File: config.mk
export PLATFORM = sky130hd
export DESIGN_NAME = vpri_rank
export DESIGN_NICKNAME = d
export VERILOG_FILES = /design/src/sv/vpri_pkg.sv /design/src/sv/vpri_rank.sv
export SDC_FILE = /design/constraint.sdc
export NUM_CORES = 1
export LEC_CHECK = 0
export BUFFER_PORTS_ARGS = -buffer_cell sky130_fd_sc_hd__buf_2
export CORE_ASPECT_RATIO = 0.5
export CORE_MARGIN = 4
export CORE_UTILIZATION = 55
export DETAILED_ROUTE_END_ITERATION = 8
export PLACE_DENSITY = 0.75
export SYNTH_ARGS = -nofsm -noshare
export SYNTH_HDL_FRONTEND = slang
export SYNTH_SLANG_ARGS = --single-unit
File: constraint.sdc
create_clock -name vclk -period 17.5
set_input_delay 4.375 -clock vclk [all_inputs]
set_output_delay 4.375 -clock vclk [all_outputs]
set_load 0.005 [all_outputs]
File: src/sv/vpri_pkg.sv
// Shared types, constants and the popcount helper for the variant position rank index.
package vpri_pkg;

  localparam int unsigned NUM_BLOCKS_DEF   = 1024;
  localparam int unsigned MAX_VARIANTS_DEF = 65536;
  localparam int unsigned NUMBER_CAP       = 131072;  // numbering is 17 bits wide

  localparam int unsigned POS_W   = 16;
  localparam int unsigned OFF_W   = 6;
  localparam int unsigned RANK_W  = 7;
  localparam int unsigned NUM_W   = 17;
  localparam int unsigned BLK_MAX = 1 << (POS_W - OFF_W);

  localparam logic [63:0] M1 = 64'h5555555555555555;
  localparam logic [63:0] M2 = 64'h3333333333333333;
  localparam logic [63:0] M4 = 64'h0f0f0f0f0f0f0f0f;

  typedef enum logic {
    CMD_ADD   = 1'b0,
    CMD_QUERY = 1'b1
  } cmd_e;

  typedef enum logic [1:0] {
    ST_CLEAR,
    ST_IDLE,
    ST_EXEC,
    ST_RANK
  } state_e;

  typedef struct packed {
    logic              hit;
    logic [RANK_W-1:0] rank;
  } rank_t;

  function automatic logic [RANK_W-1:0] popcount64(input logic [63:0] x);
    logic [63:0] v;
    v = x - ((x >> 1) & M1);
    v = (v & M2) + ((v >> 2) & M2);
    v = (v + (v >> 4)) & M4;
    v = v + (v >> 8);
    v = v + (v >> 16);
    v = v + (v >> 32);
    return v[RANK_W-1:0];
  endfunction

endpackage

File: src/sv/vpri_rank.sv
// Presence test and rank (set bits below the offset) of one bitmap word.
module vpri_rank (
  input  logic [63:0]              bits_i,
  input  logic [vpri_pkg::OFF_W-1:0] offset_i,
  output vpri_pkg::rank_t          rank_o
);

  logic [63:0] below_mask;

  // offset zero gives an empty mask, so rank zero
  assign below_mask  = (64'd1 << offset_i) - 64'd1;
  assign rank_o.hit  = bits_i[offset_i];
  assign rank_o.rank = vpri_pkg::popcount64(bits_i & below_mask);

endmodule

* Word level (Yosys, flattened, before mapping) *
Index checks and enable logic that the tools add are counted.

operators by class
  magnitude comparators = 1
  bitwise logic cells = 1
  shifts and indexed selects = 1
  mux-type cells = 2
  $add $sub $neg = 7

operator list
  cell                                                                  number
  64-bit AND                                                            1
  1-bit by 6-bit left shift with 64-bit output, first input constant    1
  64-bit by 1-bit subtractor with 64-bit output, second input constant  1
  64-bit by 63-bit subtractor with 64-bit output                        1
  62-bit by 62-bit adder with 63-bit output                             1
  60-bit by 59-bit adder with 60-bit output                             1
  52-bit by 52-bit adder with 53-bit output                             1
  39-bit by 37-bit adder with 39-bit output                             1
  7-bit adder                                                           1
  6-bit by 7-bit < comparator with 1-bit output, second input constant  1
  1-bit binary-select mux with 6-bit select                             1
  1-bit two-way mux                                                     1

storage, ports and cells
  output and inout port bits = 8
  register bits = 0
  word-level logic and storage cells = 12

* Depth between registers and ports, before layout *
  depth in word-level cells = 9
  mapped depth = 42
  depth with buffers taken out = 38

* Least setup slack after synthesis *
No wires, ideal clock.

  path type = input-to-output
  from = in offset_i[0] (netlist bit)
  to = out rank_o[6] (netlist bit)
  stages on the path = 33
  path buffers = 4
  setup slack = 0.993 ns
  arrival = 12.132 ns
  cell sequence = clkbuf_1 buf_1 clkbuf_1 clkbuf_1 nor2_1 a31oi_1 nor2_1 o21ai_0 ha_1 nor2b_1 o21ai_0 a31o_2 a21boi_0 a41oi_1 a221oi_1 o21ai_0 a31oi_1 o311ai_0 xnor2_1 ha_1 fa_1 inv_1 fa_1 inv_1 fa_1 fa_1 inv_1 fa_1 inv_1 a21oi_1 o21bai_1 a21o_1 a21o_1

RTL lines
  element      RTL line        RTL
  from (decl)  vpri_rank.sv:4  input logic [vpri_pkg::OFF_W-1:0] offset_i,
  to (decl)    vpri_rank.sv:5  output vpri_pkg::rank_t rank_o

==> flow_summary_export.csv <==
group,metric,value,unit
status,status,"finished clean",
global_routing,antenna_found_initial,0,
place,routabilityCongestion,1.00,
route,dr.pass1.iters,5,
die,fp.dieH,94.4,um
sta,maxClockFrequency,58.9,MHz
final_layout,register_area,0,sq um
final_layout,layout_commonest_cell,"ha_1",
sta,setup_tns,0,ns
final_layout,drive_above_1_share,12.7,%
sta,hold-worst-slack,9.59,ns
global_routing,grt_pass1_wl,39.9,mm
setup_path,cp_data_required_time,13.12,ns
yosys,syn-num-nets,1355,
die,core,14500,sq um
final_layout,area_growth,8.45,%
setup_path,start_kind,"input pin",
die,ios,78,
final_layout,n_clock_buffer,0,
route,vias_per_cell,6.23,
setup_path,path_buf_inv,8,
clock_network,hold_buffers,0,
route,met1_length,11.4,mm
setup_path,cp_data_arrival_time,12.61,ns
setup_path,crit_path_end_kind,"output pin",
route,via_count,8415,
setup_path,critPathKind,"in2out",
route,wl_met2,11.5,mm
sta,maxSlewHeadroom,56.1,%
setup_path,cp_slowest_cell,"fa_1",
final_layout,nets,1421,
place,portBuffers,78,
route,wl_per_cell,18.7,um
sta,final_max_slew_viol_count,0,
setup_path,worstPathMaxFanout,20,
sta,hold_viol,0,
sta,worstMarginPinSlew,0.656,ns
setup_path,path_common_cell,"inv_1",
global_routing,grt_usage,28.1,%
setup_path,cp_top_family,"compound AO/OA/AOI/OAI gates",
die,dieArea,17100,sq um
route,met3WireLength,1.75,mm
yosys,synth_cell_type_count,75,
worst_hold_path,hold_path_class,"in2out",
die,die_w,181,um
die,start_util,56.5,%
final_layout,fin_util,61.3,%
final_layout,antennaDiodeCount,0,
sta,setup_viol,0,
global_routing,grt-ovfl-total,0,
job,max_cap_violations,0,
global_routing,grt_pass1_vias,7862,
yosys,syn_inst,1089,
route,drc,0,
yosys,ys_warn_count,0,
final_layout,seq_cells,0,
route,antenna_left,0,
route,wirelength,25.2,mm
yosys,seq_area_frac_synth,0,%
route,initialDrtViolationCount,809,
die,rows,31,
sta,period_share,97.1,%
final_layout,layout_common_cells,"165 x ha_1, 125 x inv_1, 110 x nand2_1, 78 x buf_2, 68 x xnor2_1",
route,highest_layer,"met4",
place,hpwl,21.5,mm
sta,rsz0062_at_grt,"false",
yosys,syn_area,8220,sq um
final_layout,nFillCells,1392,
setup_path,slowest_delay,0.61,ns
global_routing,grt_max_degree,32,
sta,period_needed,16.99,ns
yosys,avgSynthCellArea,7.55,sq um
==> final timing paths <==
kind	startpoint	to	slack (ns)	depth (start not counted)
setup / recovery	offset_i[5]	rank_o[6]	0.51	34
hold / removal	offset_i[2]	rank_o[7]	9.59	5
==> layer usage <==
metal | global-route usage [%] | vias to the layer above
met5 | 0 | -
met4 | 5.72 | 0
met3 | 2.54 | 38
met2 | 47.0 | 337
met1 | 40.1 | 4022
li1 | - | 4018
==> cell type report <==
cell class / instances / area, sq um / share of cell area [%]
multi-input cells: 928 / 7640 / 85.7
repair buffers: 100 / 559 / 6.27
inverters: 125 / 469 / 5.26
well taps: 198 / 248 / 2.78
==> through the flow <==
step / worst slack, ns / std cells / instance area, sq um
CTS: 0.234 / 1350 / 8860
global placement: 0.448 / 1350 / 8860
global route: 0.00780 / 1351 / 8910
detailed placement: 0.267 / 1350 / 8860
floorplan: 0.993 / 1089 / 8220
finish: 0.515 / 1351 / 8910
==> synth_stat cells, types with 3 or more instances <==
| cell type | count | share of area, % |
|---|---|---|
| a211o_1 | 5 | 0.53 |
| a211oi_1 | 7 | 0.64 |
| a21boi_0 | 12 | 1.1 |
| a21o_1 | 41 | 3.7 |
| a21oi_1 | 66 | 4.0 |
| a221oi_1 | 3 | 0.32 |
| a311oi_1 | 6 | 0.64 |
| a31oi_1 | 20 | 1.5 |
| a41oi_1 | 3 | 0.32 |
| and2_1 | 9 | 0.68 |
| and3_1 | 13 | 0.99 |
| buf_1 | 4 | 0.18 |
| buf_2 | 6 | 0.37 |
| clkbuf_1 | 25 | 1.1 |
| fa_1 | 31 | 7.6 |
| ha_1 | 165 | 25 |
| inv_1 | 125 | 5.7 |
| mux4_2 | 21 | 5.8 |
| nand2_1 | 110 | 5.0 |
| nand2b_1 | 15 | 1.1 |
| nand3_1 | 14 | 0.85 |
| nand3b_1 | 4 | 0.37 |
| nand4_1 | 9 | 0.68 |
| nor2_1 | 64 | 2.9 |
| nor2b_1 | 11 | 0.84 |
| nor3_1 | 15 | 0.91 |
| nor4_1 | 4 | 0.30 |
| o2111ai_1 | 5 | 0.53 |
| o211a_1 | 3 | 0.37 |
| o211ai_1 | 10 | 0.91 |
| o21a_1 | 12 | 1.1 |
| o21ai_0 | 70 | 4.3 |
| o21bai_1 | 6 | 0.55 |
| o221ai_1 | 3 | 0.32 |
| o22ai_1 | 4 | 0.30 |
| o311a_1 | 3 | 0.37 |
| o31ai_1 | 7 | 0.64 |
| o41ai_1 | 3 | 0.32 |
| or2_2 | 3 | 0.23 |
| or3_1 | 7 | 0.53 |
| or4_1 | 8 | 0.73 |
| xnor2_1 | 68 | 7.2 |
| xor2_1 | 27 | 2.9 |
==> worst min-delay path: stages <==
cell and delay, ns:
buf_2 0.12, buf_4 0.18, mux4_2 0.20, mux4_2 0.23
buf_2 0.11
==> kinds of logic after synthesis <==
logic type,count (synthesis),synth area share (%)
xor+xnor,95,10.1
buf+inv,161,7.54
other cells,1,0.0456
fa+ha+maj,196,32.7
simple gates,297,17.3
compound gates,317,26.4
mux,22,5.88
==> repair_timing <==
action                                  in CTS  in global routing
gates resized for setup                      0                 12
endpoints found under the setup margin       0                  5
setup buffers                                0                  1
Power is not shown: default switching activity piles up to over one toggle a cycle in this logic, so the estimate is an artifact.
